===== config.mk =====
export PLATFORM = sky130hd
export DESIGN_NAME = caption_block_reorder_buffer_unit
export DESIGN_NICKNAME = d
export VERILOG_FILES = /design/src/cbrb_pkg.sv /design/src/cbrb_ram.sv /design/src/caption_block_reorder_buffer_unit.sv
export SDC_FILE = /design/constraint.sdc
export NUM_CORES = 2
export LEC_CHECK = 0
export BUFFER_PORTS_ARGS = -buffer_cell sky130_fd_sc_hd__buf_2
export CAP_MARGIN = 25
export CORE_UTILIZATION = 62
export CTS_BUF_LIST = sky130_fd_sc_hd__clkbuf_4 sky130_fd_sc_hd__clkbuf_8 sky130_fd_sc_hd__clkbuf_16
export DETAILED_ROUTE_END_ITERATION = 16
export PLACE_DENSITY = 0.79
export SLEW_MARGIN = 5
export SYNTH_ARGS = -nofsm -noshare
export SYNTH_HDL_FRONTEND = slang
export SYNTH_SLANG_ARGS = --single-unit

===== constraint.sdc =====
create_clock -name clk -period 9.92 [get_ports clk]
set_input_delay 0.992 -clock clk [delete_from_list [all_inputs] [get_ports clk]]
set_output_delay 0.992 -clock clk [all_outputs]
set_load 0.05 [all_outputs]

===== src/cbrb_pkg.sv =====
// package for the caption block reorder buffer
// holds sizes, codes and the byte-check helper; no dependencies
package cbrb_pkg;

  localparam int SideSlots   = 3;
  localparam int SlotEntries = 9;
  localparam int NumSlots    = 2 * SideSlots + 1;
  localparam int NumEntries  = NumSlots * SlotEntries;
  localparam int SlotW       = $clog2(NumSlots);
  localparam int EntryW      = $clog2(SlotEntries);
  localparam int FillW       = $clog2(SlotEntries + 1);
  localparam int AddrW       = $clog2(NumEntries);

  localparam logic [1:0] OpStore  = 2'd0;
  localparam logic [1:0] OpFlush  = 2'd1;
  localparam logic [1:0] OpAnchor = 2'd2;
  localparam logic [1:0] OpSpare  = 2'd3;

  localparam logic [1:0] RegAppend  = 2'd0;
  localparam logic [1:0] RegFixPad  = 2'd1;
  localparam logic [1:0] RegSkipNul = 2'd2;

  localparam logic [7:0] ByteSub    = 8'h7F;
  localparam logic [7:0] BytePad    = 8'h80;
  localparam logic [7:0] HdrNullA   = 8'hFA;
  localparam logic [7:0] HdrNullC   = 8'hFC;
  localparam logic [7:0] HdrNullD   = 8'hFD;

  typedef enum logic [1:0] {
    ST_IDLE,
    ST_READ,
    ST_EMIT
  } state_t;

  function automatic logic odd_par(input logic [7:0] b);
    odd_par = ^b;
  endfunction

endpackage


===== src/cbrb_ram.sv =====
// generic single-port-write, single-read ram with registered read
// no dependencies
module cbrb_ram #(
  parameter int Width = 8,
  parameter int Depth = 16
) (
  input  logic                     clk,
  input  logic                     we,
  input  logic [$clog2(Depth)-1:0] waddr,
  input  logic [Width-1:0]         wdata,
  input  logic [$clog2(Depth)-1:0] raddr,
  output logic [Width-1:0]         rdata
);
  logic [Width-1:0] mem [Depth];

  always_ff @(posedge clk) begin
    if (we) begin
      mem[waddr] <= wdata;
    end
    rdata <= mem[raddr];
  end
endmodule


===== src/caption_block_reorder_buffer_unit.sv =====
// top level of the caption block reorder buffer
// uses cbrb_pkg and cbrb_ram for triplet storage
//
// A store inside the slot window is written when accepted, and the block takes the
// next request right after it. A flush, and a store outside the slot window, reads
// the filled entries of the 63-entry triplet memory one per cycle (an empty slot
// still takes a scan step; one read port, registered read) and emits each surviving
// triplet on the strobe for one cycle. Busy stays high through the READ and EMIT
// states; an out-of-range store is written in EMIT. Results cannot be held off.
// Slot fills and timestamps sit in flip-flops and clear at the end of a flush.
module caption_block_reorder_buffer_unit (
  input  logic        clk,
  input  logic        rst,
  input  logic        start,
  output logic        busy,
  input  logic [1:0]  operation,
  input  logic [15:0] seq_number,
  input  logic [39:0] timestamp,
  input  logic        first_of_packet,
  input  logic [7:0]  header_byte,
  input  logic [7:0]  data_byte_one,
  input  logic [7:0]  data_byte_two,
  input  logic        cfg_valid,
  output logic        cfg_ready,
  input  logic [1:0]  cfg_index,
  input  logic        cfg_data,
  output logic        strobe,
  output logic [1:0]  block_kind,
  output logic        block_valid,
  output logic [7:0]  out_byte_one,
  output logic [7:0]  out_byte_two,
  output logic [39:0] out_time,
  output logic        last
);

  localparam logic [cbrb_pkg::SlotW-1:0]  LastSlot  = cbrb_pkg::SlotW'(cbrb_pkg::NumSlots - 1);
  localparam logic [cbrb_pkg::EntryW-1:0] LastEntry =
    cbrb_pkg::EntryW'(cbrb_pkg::SlotEntries - 1);

  logic append_mode, zero_pad_en, skip_null_payload;
  logic [15:0] anchor_seq;
  logic        anchor_known;
  logic [cbrb_pkg::FillW-1:0] slot_fill [cbrb_pkg::NumSlots];
  logic [39:0]                slot_time [cbrb_pkg::NumSlots];

  cbrb_pkg::state_t state, state_next;

  // pending store held while the flush for an out-of-range store runs
  logic        pend;
  logic [39:0] pend_ts;
  logic        pend_first;
  logic [23:0] pend_trip;

  // scan position and the entry in flight through the read
  logic [cbrb_pkg::SlotW-1:0]  scan_slot;
  logic [cbrb_pkg::EntryW-1:0] scan_ent;
  logic                        scan_done;
  logic                        rd_live;
  logic [cbrb_pkg::SlotW-1:0]  rd_slot;

  // one result held back so last can be marked
  logic        hold_v;
  logic [1:0]  hold_kind;
  logic        hold_valid;
  logic [7:0]  hold_b1, hold_b2;
  logic [39:0] hold_time;

  logic                        we;
  logic [cbrb_pkg::AddrW-1:0]  waddr, raddr;
  logic [23:0]                 wdata, rdata;

  cbrb_ram #(.Width(24), .Depth(cbrb_pkg::NumEntries)) u_trip (
    .clk(clk), .we(we), .waddr(waddr), .wdata(wdata), .raddr(raddr), .rdata(rdata)
  );

  assign cfg_ready = (state == cbrb_pkg::ST_IDLE);
  assign busy      = (state != cbrb_pkg::ST_IDLE);
  logic accept;
  assign accept = start && !busy;

  always_ff @(posedge clk) begin
    if (rst) begin
      append_mode       <= 1'b0;
      zero_pad_en       <= 1'b0;
      skip_null_payload <= 1'b1;
    end else if (cfg_valid && cfg_ready) begin
      case (cfg_index)
        cbrb_pkg::RegAppend:  append_mode       <= cfg_data;
        cbrb_pkg::RegFixPad:  zero_pad_en       <= cfg_data;
        cbrb_pkg::RegSkipNul: skip_null_payload <= cfg_data;
        default: ;
      endcase
    end
  end

  // store path: slot index from offset to anchor
  logic [15:0] eff_anchor;
  logic [17:0] diff;
  logic        in_range;
  logic [cbrb_pkg::SlotW-1:0] st_slot;
  assign eff_anchor = anchor_known ? anchor_seq : seq_number;
  assign diff = {2'b00, seq_number} - {2'b00, eff_anchor} + 18'(cbrb_pkg::SideSlots);
  assign in_range = !diff[17] && (diff <= 18'(2 * cbrb_pkg::SideSlots));
  assign st_slot = diff[cbrb_pkg::SlotW-1:0];

  // store that completes now: fresh in-range store, or pending after flush
  logic        do_store;
  logic [cbrb_pkg::SlotW-1:0] ds_slot;
  logic [39:0] ds_ts;
  logic        ds_first;
  logic [23:0] ds_trip;
  logic [cbrb_pkg::FillW-1:0] ds_fill;
  logic        flush_end;

  always_comb begin
    do_store = 1'b0;
    ds_slot  = st_slot;
    ds_ts    = timestamp;
    ds_first = first_of_packet;
    ds_trip  = {header_byte, data_byte_one, data_byte_two};
    if (flush_end && pend) begin
      do_store = 1'b1;
      ds_slot  = cbrb_pkg::SlotW'(cbrb_pkg::SideSlots);
      ds_ts    = pend_ts;
      ds_first = pend_first;
      ds_trip  = pend_trip;
    end else if (accept && operation == cbrb_pkg::OpStore && in_range) begin
      do_store = 1'b1;
    end
    // the slots are being cleared when the pending store lands
    if ((!append_mode && ds_first) || (flush_end && pend)) ds_fill = '0;
    else ds_fill = slot_fill[ds_slot];
  end

  assign we    = do_store && (ds_fill < cbrb_pkg::FillW'(cbrb_pkg::SlotEntries));
  assign waddr = cbrb_pkg::AddrW'(ds_slot * cbrb_pkg::SlotEntries + ds_fill);
  assign wdata = ds_trip;
  assign raddr = cbrb_pkg::AddrW'(scan_slot * cbrb_pkg::SlotEntries + scan_ent);

  logic start_flush;
  assign start_flush = accept && (operation == cbrb_pkg::OpFlush ||
                       (operation == cbrb_pkg::OpStore && !in_range));
  assign flush_end = (state == cbrb_pkg::ST_EMIT) && !rd_live;

  always_comb begin
    state_next = state;
    case (state)
      cbrb_pkg::ST_IDLE: if (start_flush) state_next = cbrb_pkg::ST_READ;
      cbrb_pkg::ST_READ: if (scan_done)   state_next = cbrb_pkg::ST_EMIT;
      cbrb_pkg::ST_EMIT: if (!rd_live)    state_next = cbrb_pkg::ST_IDLE;
      default:           state_next = cbrb_pkg::ST_IDLE;
    endcase
  end

  // filter of the entry read last cycle
  logic [7:0] f_hdr, f_b1, f_b2;
  logic       f_valid, f_keep;
  logic [1:0] f_type;
  always_comb begin
    f_hdr   = rdata[23:16];
    f_b1    = rdata[15:8];
    f_b2    = rdata[7:0];
    f_valid = f_hdr[2];
    f_type  = f_hdr[1:0];
    f_keep  = 1'b1;
    if (f_valid && !f_type[1]) begin
      if (!cbrb_pkg::odd_par(f_b2)) f_keep = 1'b0;
      if (!cbrb_pkg::odd_par(f_b1)) f_b1 = cbrb_pkg::ByteSub;
    end
    if (zero_pad_en && !f_valid && !f_type[1] && f_b1 == 8'h00 && f_b2 == 8'h00) begin
      f_valid = 1'b1;
      f_b1    = cbrb_pkg::BytePad;
      f_b2    = cbrb_pkg::BytePad;
    end
    if (skip_null_payload && (f_hdr == cbrb_pkg::HdrNullA || f_hdr == cbrb_pkg::HdrNullC ||
        f_hdr == cbrb_pkg::HdrNullD) && f_b1[6:0] == 7'd0 && f_b2[6:0] == 7'd0)
      f_keep = 1'b0;
    if (!(f_valid || f_type == 2'd3)) f_keep = 1'b0;
    f_keep = f_keep && rd_live;
  end

  logic emit_now;
  assign emit_now = hold_v && (f_keep || flush_end);

  always_comb begin
    strobe       = emit_now;
    block_kind   = hold_kind;
    block_valid  = hold_valid;
    out_byte_one = hold_b1;
    out_byte_two = hold_b2;
    out_time     = hold_time;
    last         = flush_end;
  end

  // next scan position skips slots past their fill
  logic [cbrb_pkg::SlotW-1:0]  nx_slot;
  logic [cbrb_pkg::EntryW-1:0] nx_ent;
  logic                        nx_done;
  always_comb begin
    nx_slot = scan_slot;
    nx_ent  = scan_ent + 1'b1;
    nx_done = 1'b0;
    if (scan_ent == LastEntry ||
        cbrb_pkg::FillW'(scan_ent) + 1'b1 >= slot_fill[scan_slot]) begin
      nx_ent = '0;
      if (scan_slot == LastSlot) nx_done = 1'b1;
      else nx_slot = scan_slot + 1'b1;
    end
  end

  always_ff @(posedge clk) begin
    if (rst) begin
      state        <= cbrb_pkg::ST_IDLE;
      anchor_seq   <= '0;
      anchor_known <= 1'b0;
      pend         <= 1'b0;
      scan_slot    <= '0;
      scan_ent     <= '0;
      scan_done    <= 1'b0;
      rd_live      <= 1'b0;
      hold_v       <= 1'b0;
      for (int i = 0; i < cbrb_pkg::NumSlots; i++) begin
        slot_fill[i] <= '0;
        slot_time[i] <= '0;
      end
    end else begin
      state <= state_next;
      if (accept && operation == cbrb_pkg::OpAnchor) begin
        anchor_seq   <= seq_number;
        anchor_known <= 1'b1;
      end
      if (accept && operation == cbrb_pkg::OpStore) begin
        anchor_known <= 1'b1;
        if (!anchor_known || !in_range) anchor_seq <= seq_number;
      end
      if (start_flush) begin
        pend       <= (operation == cbrb_pkg::OpStore);
        pend_ts    <= timestamp;
        pend_first <= first_of_packet;
        pend_trip  <= {header_byte, data_byte_one, data_byte_two};
        scan_slot  <= '0;
        scan_ent   <= '0;
        scan_done  <= 1'b0;
        hold_v     <= 1'b0;
      end
      // scan: present an address each cycle while not done
      rd_live <= (state == cbrb_pkg::ST_READ) && !scan_done &&
                 (slot_fill[scan_slot] != '0);
      rd_slot <= scan_slot;
      if (state == cbrb_pkg::ST_READ && !scan_done) begin
        scan_slot <= nx_slot;
        scan_ent  <= nx_ent;
        scan_done <= nx_done;
      end
      if (f_keep) begin
        hold_v     <= 1'b1;
        hold_kind  <= f_type;
        hold_valid <= f_valid;
        hold_b1    <= f_b1;
        hold_b2    <= f_b2;
        hold_time  <= slot_time[rd_slot];
      end
      if (flush_end) begin
        hold_v <= 1'b0;
        pend   <= 1'b0;
      end
      // a store into a slot wins over the clear at the end of a flush
      for (int i = 0; i < cbrb_pkg::NumSlots; i++) begin
        if (do_store && ds_slot == cbrb_pkg::SlotW'(i)) begin
          slot_time[i] <= ds_ts;
          slot_fill[i] <= we ? ds_fill + 1'b1 : ds_fill;
        end else if (flush_end) begin
          slot_fill[i] <= '0;
          slot_time[i] <= '0;
        end
      end
    end
  end

  a_busy_no_cfg: assert property (@(posedge clk) disable iff (rst)
    busy |-> !cfg_ready) else $error("config taken while busy");
  a_strobe_busy: assert property (@(posedge clk) disable iff (rst)
    strobe |-> busy) else $error("result outside flush");
  a_last_strobe: assert property (@(posedge clk) disable iff (rst)
    (strobe && last) |=> !busy) else $error("flush did not end after last");
  a_fill_bound: assert property (@(posedge clk) disable iff (rst)
    slot_fill[cbrb_pkg::SideSlots] <= cbrb_pkg::FillW'(cbrb_pkg::SlotEntries))
    else $error("slot overfilled");

endmodule


After elaboration in Yosys (flattened, before gate mapping). Memory sizes are Yosys's and may differ from the RTL's. A register that Yosys moved wholly into a read port is not among the register bits. Cells that the tools add are included.

Output and inout port bits: 63. Memories kept: 3. Input bits: 90. Register bits after elaboration: 120. Memory bits (writable): 1820.

Equal/unequal tests: 23. Multiplexer cells: 116. Add/subtract/negate cells: 7. Magnitude comparators: 3. Multipliers: 2. Reductions and logical operators: 71. Bitwise gates (word level): 29.

Memory list: u_trip.mem (words 63, width 24, rd ports 1, clocked after memory_dff 1, write ports 1, RTL line cbrb_ram.sv:14) `logic [Width-1:0] mem [Depth];`; slot_time (words 7, width 40, rd ports 1, clocked after memory_dff 1, write ports 7, RTL line caption_block_reorder_buffer_unit.sv:44) `logic [39:0] slot_time [cbrb_pkg::NumSlots];`; slot_fill (words 7, width 4, rd ports 2, clocked after memory_dff 1, write ports 7, RTL line caption_block_reorder_buffer_unit.sv:43) `logic [cbrb_pkg::FillW-1:0] slot_fill [cbrb_pkg::NumSlots];`.

Operators by type and width (number): $mux 40 (15); $mux 4 (19); $mux 16 (4); $mux 1 (62); $logic_and 1x1->1 (31); $or 1x1->1 (28); $eq 8x8->1 const B (3); $mux 24 (1); $mux 3 (7); $add 17x3->18 const B (1); $le 18x3->1 const B (1); $sub 16x16->17 (1); $logic_not 8->1 (2); $mux 8 (2); $reduce_xor 8->1 (2); $logic_not 7->1 (2); $mux 7 (2); $add 6x4->6 (2); $eq 3x3->1 const B (4); $mul 3x4->6 const B (2); $reduce_and 2->1 (5); $logic_not 1->1 (9); $add 4x1->4 const B (2); $eq 2x2->1 const B (4); other kinds (19) (40).

Depth between registers and ports, before layout.
Word-level depth: 15. Mapped depth: 28. Depth with buffers taken out: 23.

Hierarchy. A second synthesis with hierarchy kept.

Cells, all modules: 4425. Area total of the unflattened synthesis: 80749.9 um^2.

Modules (own cells, without submodules): cbrb_ram (area each 58686.3 um^2, times used 1, cells an instance 2698, sequential area each 45884.0 um^2); caption_block_reorder_buffer_unit (area each 22063.7 um^2, times used 1, cells an instance 1727, sequential area each 13753.2 um^2).

Worst setup path after synthesis. No wires, ideal clock.

Kind: register to register. From: reg anchor_known. To: mem u_trip.mem[0][0] (enable). Setup slack: 1.441 ns. Path buffers: 6. Required time: 9.454 ns. Cell stages (with the launch flop): 29. Clock period less this slack: 8.479 ns. Data arrival time: 8.013 ns. Path through: dfxtp_1 > clkbuf_1 > buf_1 > nand2_1 > o21ai_0 > ha_1 > inv_1 > fa_1 > inv_1 > ha_1 > clkbuf_1 > buf_1 > mux2_2 > o22ai_1 > a21oi_1 > o22ai_1 > nor2_1 > ha_1 > ha_1 > inv_1 > fa_1 > nor2b_1 > o21ai_0 > nand2b_1 > xnor2_1 > nand2b_1 > buf_1 > clkbuf_1 > nor4_1.

Word-level cells in the longest chain between the ends: 11. Elaborated cells on any way between the ends: 18.

RTL lines: from (decl) (RTL line caption_block_reorder_buffer_unit.sv:42) `logic anchor_known;`; from (signal assigned) (RTL line caption_block_reorder_buffer_unit.sv:215) `anchor_known <= 1'b0;`; from (signal assigned) (RTL line caption_block_reorder_buffer_unit.sv:230) `anchor_known <= 1'b1;`; from (signal assigned) (RTL line caption_block_reorder_buffer_unit.sv:233) `anchor_known <= 1'b1;`; $mux 16 (*) (RTL line caption_block_reorder_buffer_unit.sv:101) `assign eff_anchor = anchor_known ? anchor_seq : seq_number;`; $sub 16x16->17 (*) (RTL line caption_block_reorder_buffer_unit.sv:102) `assign diff = {2'b00, seq_number} - {2'b00, eff_anchor} + 18'(cbrb_pkg::SideSlots);`; $add 17x3->18 (*) (RTL line caption_block_reorder_buffer_unit.sv:102); parallel branches: the longest is 8 deep, another holds $mul 3x4->6; to (decl) (RTL line cbrb_ram.sv:14).

Every way passes the cells marked *.

Worst setup path after layout.
From: reg anchor_known. To: mem u_trip.mem[13][10] (enable).

The elaborated chain is that of the path after synthesis.

==> results.yml <==
status:
  outcome: "finished clean"
critical_path:
  worstPathRequired_ns: 10.38
  cp_slowest_cell: "ha_1"
  cpLargestDelayFamily: "adder cells"
  startpoint_type: "register"
  critical-path-max-stage-delay_ns: 0.83
  critPathArrivalTime_ns: 7.71
  path_cells: "buf_4 -> nand2_1 -> o21ai_0 -> ha_1 -> inv_1 -> fa_1 -> inv_1 -> ha_1 -> and2_1 -> inv_1 -> nor2_1 -> o221ai_1 -> nor2_1 -> ha_1 -> inv_1 -> fa_1 -> nor2b_1 -> o21ai_0 -> nand2b_1 -> xnor2_1 -> nand2_1 -> buf_16 -> nor4_2 -> buf_4"
  crit_type: "register to register"
  end_kind: "register"
  crit_top_cell: "inv_1"
  cp_num_buf_inv: 7
  crit_fanout: 24
timing:
  slew-limit-headroom: 0.1995
  period_share: 0.7302
  setup_tns_ns: 0
  timing.fmax_mhz: 138.0
  tightestPinTransition_ns: 1.194
  rsz0062_at_grt: "false"
  setup_viol: 0
  hold_viol: 0
  finalClockSkew_ns: 0.02595
  drv_slew: 0
  layout_min_cycle_time_ns: 7.244
  worst_hold_slack_ns: 0.3669
layout:
  stdcell_area_sq_mm: 0.09056
  post-route-util: 0.7075
  fin_nets: 4502
  final-instance-count-excl-fill: 6256
  drive_gt1_frac: 0.2788
  areaGrowthSynthToFinish_pct: 12.71
drt:
  drt_iter0_drc: 6150
  drc: 0
  drtPass1Iterations: 9
  postRouteAntennaNets: 0
  vias: 42620
  wl_per_cell_microns: 32.31
  routed_via_density: 6.812
  wirelength_microns: 202100
floorplan:
  core_area_sq_mm: 0.1280
  dieArea_sq_mm: 0.1310
  die_y_microns: 362.0
  initial_core_util: 0.6277
  die_x_microns: 362.0
  placement_rows: 131
  ioPinCount: 153
yosys:
  syn_inst: 4119
  ys_top_cells_by_area: "edfxtp_1 (73%), mux4_2 (14%), mux2i_1 (2.2%)"
  ys.flop_type: "edfxtp_1"
  synth.largest_area_cell: "edfxtp_1"
  synth_area_per_cell_sq_um: 19.51
  ys_types: 78
  synth_fp_nets: 4262
  synth_top_area_frac: 0.7273
  synth_seq_cells: 2006
  yosysWarnings: 0
  synth_edf_count: 1946
  yosysSeqAreaShare: 0.7422
  synthArstFlopShare: 0
  syn-cell-area_sq_mm: 0.08035
place:
  placed_area_sq_mm: 0.08417
  gp_congestion: 0.9186
  placement.io_buffers: 152
  dp_cells: 5888
  place_hpwl_microns: 112700
grt:
  track_usage: 0.3128
  grt_max_degree: 137
  grt_pass1_vias: 42310
  overflow: 0
  grt_pass1_wl_microns: 292200
  antenna_found_initial: 15
cts:
  cts_max_level: 4
  clk_latency_ns: 0.82
  cts_hold_buf: 0
  clk_pin_slew_ns: 0.06
  cts_setup_buffers: 0
  clock-root-buffer: "clkbuf_16"
  ctsResizeCount: 0
  cts_sinks: 2006
  cts-buffers-inserted: 192
  cts_max_path_buffers: 3
  tritoncts: "done"
pwr:
  p_leak_uw: 0.02889
  ir_drop_mv: 0.1768
  powerDensity_mw_per_mm2: 203.5
worst_hold_path:
  hold_class: "input pin to register"
run:
  max-cap-violations: 0
stage by stage:
| stage | total power (uW) | worst slack [ns] |
|---|---|---|
| after floorplan | 10590 | 1.441 |
| after global placement | 11180 | 2.156 |
| after detailed placement | 11240 | 2.334 |
| after CTS | 18440 | 2.829 |
| after global routing | 18870 | 2.315 |
| final | 18430 | 2.676 |
routing by layer:
layer	GRT usage	wire length [microns]
met2	0.5017	98510
met3	0.07534	22260
met5	0	108
met4	0.1243	9171
met1	0.4189	72060
report_power, final:
part / internal [uW] / switching [uW]
sequential: 9370 / 31.5
clock: 4110 / 3170
combinational: 568 / 1180
total: 14100 / 4380
cell usage in the layout (no fill, tap or decap), types with 7 or more instances in the layout:
cell,n
a211oi_1,33
a21o_1,8
a21oi_1,61
and3_1,7
buf_12,10
buf_2,153
buf_4,110
bufinv_16,16
clkbuf_16,193
clkbuf_4,37
clkinv_1,44
clkinv_2,44
dfxtp_1,60
diode_2,7
edfxtp_1,1946
ha_1,48
inv_1,36
inv_6,8
mux2_2,43
mux2i_1,177
mux4_2,500
nand2_1,197
nand2_2,11
nand2_4,16
nand2b_1,14
nand3_1,14
nand4_1,8
nor2_1,308
nor2b_1,37
nor3_1,69
nor3b_1,8
nor4_2,63
o21ai_0,81
xnor2_1,23
logic make-up (layout without fill, tap and decap cells):
kind of cell / count (synthesis) / count (layout) / synth area share
flops: 2006 / 2006 / 0.7422
simple gates: 790 / 790 / 0.04455
mux: 720 / 720 / 0.1682
buf+inv: 271 / 672 / 0.01306
compound gates: 246 / 246 / 0.01965
fa+ha+maj: 53 / 53 / 0.008533
xor+xnor: 33 / 33 / 0.003768
other cells: 0 / 7 / 0
synthesized netlist by cell type, types with 36 or more instances:
master / number
mux4_2: 500
mux2_2: 43
nor2_1: 311
o21ai_0: 83
edfxtp_1: 1946
mux2i_1: 177
a21oi_1: 61
nor3_1: 69
buf_1: 51
nor2b_1: 37
dfxtp_1: 60
inv_1: 36
ha_1: 50
nor4_1: 69
clkbuf_1: 164
nand2_1: 224
registers in the layout (all words and copies together) (netlist names), 2 cells and up, named ones only:
signal / flops
anchor_seq: 16
slot_time: 280
out_time: 40
scan_ent: 4
rd_slot: 3
out_byte_two: 8
scan_slot: 3
u_trip.rdata: 24
slot_fill: 28
state: 2
pend_ts: 40
u_trip.mem: 1512
out_byte_one: 8
pend_trip: 24
block_kind: 2
final timing paths:
check,from,to,slack [ns],cells after the start
setup / recovery,anchor_known,u_trip.mem[13][10],2.68,24
hold / removal,data_byte_two[6],pend_trip[6],0.37,1
setup reg to reg,anchor_known,u_trip.mem[13][10],2.68,24
hold reg to reg,anchor_seq[4],anchor_seq[4],0.46,2
cell type report:
class | count | area [sq um]
fill | 7356 | 37450
tap | 1729 | 2163
clock buffer | 229 | 5106
timing repair buffer | 280 | 1907
multi-input combinational | 1842 | 20400
sequential | 2006 | 59640
antenna | 7 | 17.52
inverter | 37 | 138.9
clock inverter | 126 | 1189
Power figures use the tool's default switching activity.
